File: src/ffba_pkg.sv
// Shared constants, codes and control types of the first-fit block allocator.
`default_nettype none

package ffba_pkg;

  localparam int MAX_BLOCKS = 64;
  localparam int IDX_W      = $clog2(MAX_BLOCKS);
  localparam int CNT_W      = IDX_W + 1;
  localparam int ADDR_W     = 24;
  localparam int LIMIT_W    = ADDR_W + 1;
  localparam int END_W      = ADDR_W + 2;
  localparam int SIZE_W     = 24;
  localparam int HDR_W      = 7;
  localparam int STAT_W     = 3;
  localparam int CFG_IDX_W  = 1;
  localparam int CFG_DATA_W = LIMIT_W;

  localparam logic [LIMIT_W-1:0] HEAP_CAP   = {1'b1, {ADDR_W{1'b0}}};
  localparam logic [HDR_W-1:0]   HDR_RESET  = 7'd16;
  localparam logic [HDR_W-1:0]   HDR_MIN    = 7'd1;

  localparam logic [CFG_IDX_W-1:0] CFG_HEAP_LIMIT   = 1'b0;
  localparam logic [CFG_IDX_W-1:0] CFG_HEADER_BYTES = 1'b1;

  localparam logic ACT_ALLOC = 1'b0;
  localparam logic ACT_FREE  = 1'b1;

  localparam logic [STAT_W-1:0] STAT_DONE      = 3'd0;
  localparam logic [STAT_W-1:0] STAT_IGNORED   = 3'd1;
  localparam logic [STAT_W-1:0] STAT_EXHAUSTED = 3'd2;
  localparam logic [STAT_W-1:0] STAT_FULL      = 3'd3;
  localparam logic [STAT_W-1:0] STAT_UNKNOWN   = 3'd4;

  typedef struct packed {
    logic [ADDR_W-1:0] start;
    logic [SIZE_W-1:0] bytes;
    logic              is_free;
  } ffba_entry_t;

  typedef struct packed {
    logic start;
    logic scan;
    logic commit_hit;
    logic commit_append;
    logic set_ignored;
    logic set_unknown;
    logic load_out;
  } ffba_cmd_t;

  typedef struct packed {
    logic trivial;
    logic hit;
    logic miss;
    logic is_free_req;
    logic out_busy;
  } ffba_stat_t;

endpackage

`default_nettype wire

File: src/ffba_if.sv
// Request and result channel interfaces of the first-fit block allocator.
`default_nettype none

interface ffba_in_if;
  import ffba_pkg::*;

  logic              valid;
  logic              ready;
  logic              action;
  logic [SIZE_W-1:0] request_size;
  logic [ADDR_W-1:0] address;

  modport source (output valid, output action, output request_size, output address,
                  input ready);
  modport sink (input valid, input action, input request_size, input address,
                output ready);
endinterface

interface ffba_out_if;
  import ffba_pkg::*;

  logic              valid;
  logic              ready;
  logic [ADDR_W-1:0] result_address;
  logic [STAT_W-1:0] status;

  modport source (output valid, output result_address, output status, input ready);
  modport sink (input valid, input result_address, input status, output ready);
endinterface

`default_nettype wire

File: src/ffba_ctrl.sv
// Controller state machine that sequences accept, table scan, append and result hand-off.
`default_nettype none

module ffba_ctrl (
  input  logic               clk,
  input  logic               rst_n,
  input  logic               in_valid,
  output logic               in_ready,
  input  ffba_pkg::ffba_stat_t st,
  output ffba_pkg::ffba_cmd_t  cmd
);
  import ffba_pkg::*;

  typedef enum logic [3:0] {
    S_IDLE   = 4'b0001,
    S_SCAN   = 4'b0010,
    S_APPEND = 4'b0100,
    S_FINISH = 4'b1000
  } state_t;

  state_t state_r;
  state_t state_nxt;

  always_comb begin
    cmd       = '0;
    state_nxt = state_r;
    in_ready  = (state_r == S_IDLE);
    unique case (state_r)
      S_IDLE: begin
        if (in_valid) begin
          cmd.start = 1'b1;
          state_nxt = S_SCAN;
        end
      end
      S_SCAN: begin
        priority if (st.trivial) begin
          cmd.set_ignored = 1'b1;
          state_nxt       = S_FINISH;
        end else if (st.hit) begin
          cmd.commit_hit = 1'b1;
          state_nxt      = S_FINISH;
        end else if (st.miss) begin
          if (st.is_free_req) begin
            cmd.set_unknown = 1'b1;
            state_nxt       = S_FINISH;
          end else begin
            state_nxt = S_APPEND;
          end
        end else begin
          cmd.scan = 1'b1;
        end
      end
      S_APPEND: begin
        cmd.commit_append = 1'b1;
        state_nxt         = S_FINISH;
      end
      S_FINISH: begin
        if (!st.out_busy) begin
          cmd.load_out = 1'b1;
          state_nxt    = S_IDLE;
        end
      end
      default: state_nxt = S_IDLE;
    endcase
  end

  always_ff @(posedge clk) begin
    if (!rst_n) begin
      state_r <= S_IDLE;
    end else begin
      state_r <= state_nxt;
    end
  end

endmodule

`default_nettype wire

File: src/ffba_dp.sv
// Datapath with the block table memory, heap break, configuration and result registers.
`default_nettype none

module ffba_dp (
  input  logic                                clk,
  input  logic                                rst_n,
  input  ffba_pkg::ffba_cmd_t                 cmd,
  output ffba_pkg::ffba_stat_t                st,
  input  logic                                in_action,
  input  logic [ffba_pkg::SIZE_W-1:0]         in_request_size,
  input  logic [ffba_pkg::ADDR_W-1:0]         in_address,
  input  logic                                cfg_we,
  input  logic [ffba_pkg::CFG_IDX_W-1:0]      cfg_idx,
  input  logic [ffba_pkg::CFG_DATA_W-1:0]     cfg_data,
  input  logic                                out_ready,
  output logic                                out_valid,
  output logic [ffba_pkg::ADDR_W-1:0]         out_result_address,
  output logic [ffba_pkg::STAT_W-1:0]         out_status
);
  import ffba_pkg::*;

  ffba_entry_t mem [MAX_BLOCKS];

  logic [LIMIT_W-1:0] heap_limit_r;
  logic [HDR_W-1:0]   header_r;
  logic               act_r;
  logic [SIZE_W-1:0]  size_r;
  logic [ADDR_W-1:0]  addr_r;
  logic [CNT_W-1:0]   count_r;
  logic [LIMIT_W-1:0] break_r;
  logic [CNT_W-1:0]   issue_r;
  logic [IDX_W-1:0]   chk_idx_r;
  logic               rd_vld_r;
  ffba_entry_t        rd_entry_r;
  logic [END_W-1:0]   end_r;
  logic [ADDR_W-1:0]  res_addr_r;
  logic [STAT_W-1:0]  res_stat_r;
  logic               out_valid_r;
  logic [ADDR_W-1:0]  out_addr_r;
  logic [STAT_W-1:0]  out_stat_r;

  logic [HDR_W-1:0]   hdr_eff;
  logic [LIMIT_W-1:0] limit_now;
  logic [LIMIT_W-1:0] pay_addr;
  logic [LIMIT_W-1:0] app_addr;
  logic               issue_go;
  logic               top_free;
  logic               exhausted;
  logic               full;
  logic               mem_we;
  logic [IDX_W-1:0]   mem_waddr;
  ffba_entry_t        mem_wdata;

  always_comb begin
    hdr_eff   = (header_r == '0) ? HDR_MIN : header_r;
    limit_now = (heap_limit_r > HEAP_CAP) ? HEAP_CAP : heap_limit_r;
    pay_addr  = LIMIT_W'(rd_entry_r.start) + LIMIT_W'(hdr_eff);
    app_addr  = break_r + LIMIT_W'(hdr_eff);
    issue_go  = cmd.scan && (issue_r < count_r);
    top_free  = ((CNT_W'(chk_idx_r) + CNT_W'(1)) == count_r);
    exhausted = (end_r > END_W'(limit_now));
    full      = (count_r == CNT_W'(MAX_BLOCKS));

    st.trivial     = (act_r == ACT_ALLOC) ? (size_r == '0) : (addr_r == '0);
    st.is_free_req = (act_r == ACT_FREE);
    st.miss        = !rd_vld_r && (issue_r == count_r);
    if (act_r == ACT_FREE) begin
      st.hit = rd_vld_r && (pay_addr == LIMIT_W'(addr_r));
    end else begin
      st.hit = rd_vld_r && rd_entry_r.is_free && (rd_entry_r.bytes >= size_r);
    end
    st.out_busy = out_valid_r && !out_ready;

    mem_we    = 1'b0;
    mem_waddr = chk_idx_r;
    mem_wdata = rd_entry_r;
    if (cmd.commit_hit) begin
      mem_we            = !(st.is_free_req && top_free);
      mem_wdata.is_free = st.is_free_req;
    end else if (cmd.commit_append) begin
      mem_we            = !exhausted && !full;
      mem_waddr         = count_r[IDX_W-1:0];
      mem_wdata.start   = break_r[ADDR_W-1:0];
      mem_wdata.bytes   = size_r;
      mem_wdata.is_free = 1'b0;
    end
  end

  always_ff @(posedge clk) begin
    if (mem_we) begin
      mem[mem_waddr] <= mem_wdata;
    end
    if (issue_go) begin
      rd_entry_r <= mem[issue_r[IDX_W-1:0]];
      chk_idx_r  <= issue_r[IDX_W-1:0];
    end
  end

  always_ff @(posedge clk) begin
    if (!rst_n) begin
      heap_limit_r <= HEAP_CAP;
      header_r     <= HDR_RESET;
      count_r      <= '0;
      break_r      <= '0;
      issue_r      <= '0;
      rd_vld_r     <= 1'b0;
      out_valid_r  <= 1'b0;
    end else begin
      if (cfg_we) begin
        unique case (cfg_idx)
          CFG_HEAP_LIMIT:   heap_limit_r <= cfg_data;
          CFG_HEADER_BYTES: header_r     <= cfg_data[HDR_W-1:0];
          default:          heap_limit_r <= heap_limit_r;
        endcase
      end
      if (cmd.commit_hit && st.is_free_req && top_free) begin
        count_r <= count_r - CNT_W'(1);
        break_r <= LIMIT_W'(rd_entry_r.start);
      end else if (cmd.commit_append && !exhausted && !full) begin
        count_r <= count_r + CNT_W'(1);
        break_r <= end_r[LIMIT_W-1:0];
      end
      if (cmd.start) begin
        issue_r <= '0;
      end else if (issue_go) begin
        issue_r <= issue_r + CNT_W'(1);
      end
      rd_vld_r <= issue_go;
      if (cmd.load_out) begin
        out_valid_r <= 1'b1;
      end else if (out_ready) begin
        out_valid_r <= 1'b0;
      end
    end
  end

  always_ff @(posedge clk) begin
    end_r <= END_W'(break_r) + END_W'(hdr_eff) + END_W'(size_r);
    if (cmd.start) begin
      act_r      <= in_action;
      size_r     <= in_request_size;
      addr_r     <= in_address;
      res_addr_r <= '0;
      res_stat_r <= STAT_DONE;
    end
    if (cmd.set_ignored) begin
      res_stat_r <= STAT_IGNORED;
    end
    if (cmd.set_unknown) begin
      res_stat_r <= STAT_UNKNOWN;
    end
    if (cmd.commit_hit && !st.is_free_req) begin
      res_addr_r <= pay_addr[ADDR_W-1:0];
    end
    if (cmd.commit_append) begin
      priority if (exhausted) begin
        res_stat_r <= STAT_EXHAUSTED;
      end else if (full) begin
        res_stat_r <= STAT_FULL;
      end else begin
        res_addr_r <= app_addr[ADDR_W-1:0];
      end
    end
    if (cmd.load_out) begin
      out_addr_r <= res_addr_r;
      out_stat_r <= res_stat_r;
    end
  end

  assign out_valid          = out_valid_r;
  assign out_result_address = out_addr_r;
  assign out_status         = out_stat_r;

endmodule

`default_nettype wire

File: src/first_fit_block_allocator.sv
// Top level of the first-fit block allocator: controller and datapath.
//
//   channel  direction  handshake         contents
//   in_if    sink       valid / ready     action, request_size, address
//   out_if   source     valid / ready     result_address, status
//   cfg_*    input      cfg_we only       cfg_idx selects heap_limit or header_bytes
//
// An appending allocate takes longest from the acceptance of its request to its loaded result.
// That time is set by the first-fit and free lookup scan, which reads one table entry
// per cycle through the single read port of the block table memory.
// Reset clears the block count and heap break; the table itself is not cleared.
// The next request is accepted in the cycle after a result is loaded, while that result
// may still wait on out_if; a stalled result holds the following one back.
`default_nettype none

module first_fit_block_allocator (
  input  logic                            clk,
  input  logic                            rst_n,
  ffba_in_if.sink                         in_if,
  ffba_out_if.source                      out_if,
  input  logic                            cfg_we,
  input  logic [ffba_pkg::CFG_IDX_W-1:0]  cfg_idx,
  input  logic [ffba_pkg::CFG_DATA_W-1:0] cfg_data
);
  import ffba_pkg::*;

  ffba_cmd_t  cmd;
  ffba_stat_t st;

  ffba_ctrl u_ctrl (
    .clk      (clk),
    .rst_n    (rst_n),
    .in_valid (in_if.valid),
    .in_ready (in_if.ready),
    .st       (st),
    .cmd      (cmd)
  );

  ffba_dp u_dp (
    .clk                (clk),
    .rst_n              (rst_n),
    .cmd                (cmd),
    .st                 (st),
    .in_action          (in_if.action),
    .in_request_size    (in_if.request_size),
    .in_address         (in_if.address),
    .cfg_we             (cfg_we),
    .cfg_idx            (cfg_idx),
    .cfg_data           (cfg_data),
    .out_ready          (out_if.ready),
    .out_valid          (out_if.valid),
    .out_result_address (out_if.result_address),
    .out_status         (out_if.status)
  );

endmodule

`default_nettype wire

File: src/flat_wrapper.sv
// flat-port wrapper written by rule: the top's interface ports become plain ports
module first_fit_block_allocator_flat import ffba_pkg::*;
  (clk, rst_n, cfg_we, cfg_idx, cfg_data, in_if_valid, in_if_action, in_if_request_size, in_if_address, in_if_ready, out_if_valid, out_if_result_address, out_if_status, out_if_ready);
  ffba_in_if in_if_i ();
  ffba_out_if out_if_i ();
  input  logic clk;
  input  logic rst_n;
  input  logic cfg_we;
  input  logic [ffba_pkg::CFG_IDX_W-1:0] cfg_idx;
  input  logic [ffba_pkg::CFG_DATA_W-1:0] cfg_data;
  input wire logic [$bits(in_if_i.valid)-1:0] in_if_valid;
  input wire logic [$bits(in_if_i.action)-1:0] in_if_action;
  input wire logic [$bits(in_if_i.request_size)-1:0] in_if_request_size;
  input wire logic [$bits(in_if_i.address)-1:0] in_if_address;
  output wire logic [$bits(in_if_i.ready)-1:0] in_if_ready;
  output wire logic [$bits(out_if_i.valid)-1:0] out_if_valid;
  output wire logic [$bits(out_if_i.result_address)-1:0] out_if_result_address;
  output wire logic [$bits(out_if_i.status)-1:0] out_if_status;
  input wire logic [$bits(out_if_i.ready)-1:0] out_if_ready;
  assign in_if_i.valid = in_if_valid;
  assign in_if_i.action = in_if_action;
  assign in_if_i.request_size = in_if_request_size;
  assign in_if_i.address = in_if_address;
  assign in_if_ready = in_if_i.ready;
  assign out_if_valid = out_if_i.valid;
  assign out_if_result_address = out_if_i.result_address;
  assign out_if_status = out_if_i.status;
  assign out_if_i.ready = out_if_ready;
  first_fit_block_allocator u_core (.clk(clk), .rst_n(rst_n), .in_if(in_if_i), .out_if(out_if_i), .cfg_we(cfg_we), .cfg_idx(cfg_idx), .cfg_data(cfg_data));
endmodule
File: config.mk
export PLATFORM = sky130hd
export DESIGN_NAME = first_fit_block_allocator_flat
export DESIGN_NICKNAME = d
export VERILOG_FILES = /design/src/ffba_pkg.sv /design/src/ffba_if.sv /design/src/ffba_ctrl.sv /design/src/ffba_dp.sv /design/src/first_fit_block_allocator.sv /design/src/flat_wrapper.sv
export SDC_FILE = /design/constraint.sdc
export NUM_CORES = 2
export LEC_CHECK = 0
export BUFFER_PORTS_ARGS = -buffer_cell sky130_fd_sc_hd__buf_2
export CORE_MARGIN = 4
export CORE_UTILIZATION = 60
export DETAILED_ROUTE_END_ITERATION = 7
export PLACE_DENSITY = 0.79
export SYNTH_ARGS = -nofsm -noshare
export SYNTH_HDL_FRONTEND = slang
export SYNTH_SLANG_ARGS = --single-unit
File: constraint.sdc
create_clock -name clk -period 26.6 [get_ports clk]
set_input_delay 1.33 -clock clk [delete_from_list [all_inputs] [get_ports clk]]
set_output_delay 1.33 -clock clk [all_outputs]
set_load 0.01 [all_outputs]
==> out/qor.yml <==
setup_path:
  r2r-start: "u_core.u_dp.heap_limit_r[18]"
  worst-path-buf-inv: 3
  critPathMaxStageDelay_ps: 1000
  crit_top_cell: "buf_4"
  cp-end-kind: "flip-flop"
  reg2reg_slack_ps: 19350
  cp_data_required_time_ps: 27130
  cp.arrival_ps: 7780
  crit_chain: "nor4_1 -> nand4_1 -> o21ai_1 -> nand2_1 -> ha_1 -> nand4_1 -> or4_1 -> or4_1 -> a21oi_4 -> buf_4 -> a41oi_4 -> buf_4 -> nor4_2 -> buf_4"
  crit_slowest_cell: "nor4_2"
  worstRegToRegCells: 14
  crit_type: "reg -> reg"
  r2r-end: "u_core.u_dp.mem[47][10]"
  cp-start-kind: "flip-flop"
  cp_max_fo: 77
  critPathTopFamily: "simple AND/OR/NAND/NOR gates"
clock_network:
  clockBufferDepth: 4
  cts_root_buf: "clkbuf_16"
  clkSinkCount: 3397
  cts_tree: "yes"
  numCtsBuffers: 339
  htreeDepth: 5
  holdBufCountCts: 0
  post-cts-setup-buffer-count: 0
  path_clk_slew_ps: 60
  worstSkewPairLatency_ps: 990
  postCtsResizedCells: 0
placed_design:
  place_inst: 8950
  port_buffers: 108
  postPlaceCellArea_mm2: 0.139
  routabilityCongestion: 0.922
  dpl.hpwl_mm: 198
  dp_slack_ps: 19610
timing:
  fin_crit_sh: 0.273
  min_period_ps: 7250
  finalSetupTns_ps: 0
  rsz0062_at_grt: "false"
  slew_headroom: 0.0341
  setup_viol: 0
  skew_ps: 85.8
  worstMarginPinSlew_ps: 1450
  finalWorstSetupSlack_ps: 19350
  slew_viol_final: 0
  fmax_mhz: 138
  hold_viol: 0
yosys:
  yosys.area.top_type: "edfxtp_1"
  ys_ff_latch: 3397
  post-synth-top-count-cell: "edfxtp_1"
  synth_flop_cell: "edfxtp_1"
  syn_inst: 6001
  synth_edf_count: 3267
  synth.area.top_cells: "edfxtp_1, mux4_2, dfxtp_1, ha_1, clkbuf_1"
  seq_area_frac_synth: 0.752
  postSynthAreaPerCell_um2: 22.3
  synth.net_count: 6210
  synth-async-reset-ratio: 0
  synth_top_area_frac: 0.733
  ys_types: 80
  synth-warning-count: 0
  synth.top_cells.by_count: "edfxtp_1, mux4_2, clkbuf_1"
  syn_area_mm2: 0.134
finish:
  final_area_mm2: 0.150
  finalNetCount: 6528
  syn_to_final_growth_pct: 11.8
  drive_above_1_share: 0.295
  final_cells: 9549
power:
  finalPower_mw: 10.7
  power_per_cell_area_mw_per_mm2: 71.4
  vdd_drop_max_uv: 79.5
  total_leakage_power_nw: 45.7
route:
  via_per_inst: 7.48
  drc: 0
  drt_first_pass_iters: 8
  routed_wl_mm: 401
  drtIter0Drc: 13275
  ant_nets: 0
  wl_per_cell_um: 42.0
  num_vias: 71437
grt:
  grt.total_usage: 0.352
  grt_pass1_wl_mm: 564
  overflow: 0
  antenna_found_initial: 30
  grt_max_degree: 164
  first_global_vias: 71535
floorplanning:
  ios: 109
  rows: 173
  die-area_mm2: 0.231
  initial_utilization: 0.603
  die_w_um: 480
  core_area_mm2: 0.222
  fp.dieH_um: 480
min_path:
  holdPathEnd: "u_core.u_dp.out_result_address[14]"
  min_from: "u_core.u_dp.res_addr_r[14]"
  holdCritPathClass: "reg -> reg"
  hold_depth: 0
status:
  status: "completed"
run:
  maxCapViolations: 0
## cell type report
| class | count | area, um2 |
|---|---|---|
| Antenna cell | 15 | 37.5 |
| Timing Repair Buffer | 301 | 2090 |
| Clock buffer | 404 | 8910 |
| Sequential cell | 3397 | 101000 |
| Inverter | 70 | 263 |
| Tap cell | 2975 | 3720 |
| Multi-Input combinational cell | 2210 | 32300 |
| Clock inverter | 177 | 1700 |
| Fill cell | 12679 | 72400 |
## flip-flops by register name, summed over array words and instances (netlist names), 7 cells and up
signal / cells
u_core.u_dp.size_r: 24
u_core.u_dp.mem: 3136
u_core.u_dp.heap_limit_r: 25
u_core.u_dp.res_addr_r: 24
u_core.u_dp.rd_entry_r: 49
u_core.u_dp.out_result_address: 24
u_core.u_dp.break_r: 25
u_core.u_dp.addr_r: 24
u_core.u_dp.issue_r: 7
u_core.u_dp.count_r: 7
u_core.u_dp.header_r: 7
u_core.u_dp.end_r: 26
## where the power goes
part           switching [mW]  leakage, nW  total [mW]  internal, mW
combinational          0.0616         10.0       0.101        0.0397
clock                    2.07         5.18        4.76          2.70
sequential             0.0288         30.5        5.82          5.79
## metal layers
layer	global-route usage	part of all wire	vias to the layer above
met1	0.461	0.32	36674
met5	0	0.00054	-
li1	-	-	26162
met4	0.178	0.062	28
met3	0.112	0.15	1461
met2	0.540	0.47	7112
## worst max path at each step
stage / to / slack, ps / from / cells after the start
6_report: u_core.u_dp.mem[47][10] / 19350 / u_core.u_dp.heap_limit_r[18] / 14
5_1_grt: u_core.u_dp.mem[47][10] / 19060 / u_core.u_dp.heap_limit_r[0] / 14
4_1_cts: u_core.u_dp.mem[47][10] / 19450 / u_core.u_dp.heap_limit_r[0] / 14
3_5_place_dp: u_core.u_dp.mem[19][35] / 19610 / u_core.u_dp.heap_limit_r[0] / 15
3_3_place_gp: u_core.u_dp.mem[47][14] / 19720 / u_core.u_dp.heap_limit_r[0] / 14
2_1_floorplan: u_core.u_dp.mem[16][0] / 17360 / u_core.u_dp.header_r[6] / 15
## stage by stage
stage                     hold slack [ps]  utilization
after floorplan                       408            -
after global placement                424        0.626
after detailed placement              429        0.626
after CTS                             444        0.674
after global routing                  452        0.674
final                                 445        0.674
## cell families after synthesis
logic type | count (synthesis) | share of synthesized area
xor gates and xnor gates | 101 | 0.00691
DFF | 3397 | 0.752
muxes | 1114 | 0.180
and+or+nand+nor | 540 | 0.0208
buffers and inverters | 394 | 0.0112
adders and majority gates | 129 | 0.0127
AOI/OAI and AO/OA | 326 | 0.0164
## layout by cell type (no fill, tap or decap), drive strengths merged, types with 36 or more instances in the layout
| cell | count |
|---|---|
| dfxtp | 130 |
| buf | 301 |
| a21oi | 96 |
| clkbuf | 404 |
| xnor2 | 61 |
| mux4 | 1029 |
| mux2 | 49 |
| nor4 | 85 |
| o21ai | 52 |
| xor2 | 37 |
| nor2 | 97 |
| clkinv | 128 |
| nand3 | 41 |
| mux2i | 36 |
| ha | 118 |
| a211oi | 38 |
| inv | 75 |
| nand2 | 159 |
| edfxtp | 3267 |
Note: power is estimated with default switching activity, not from simulation.
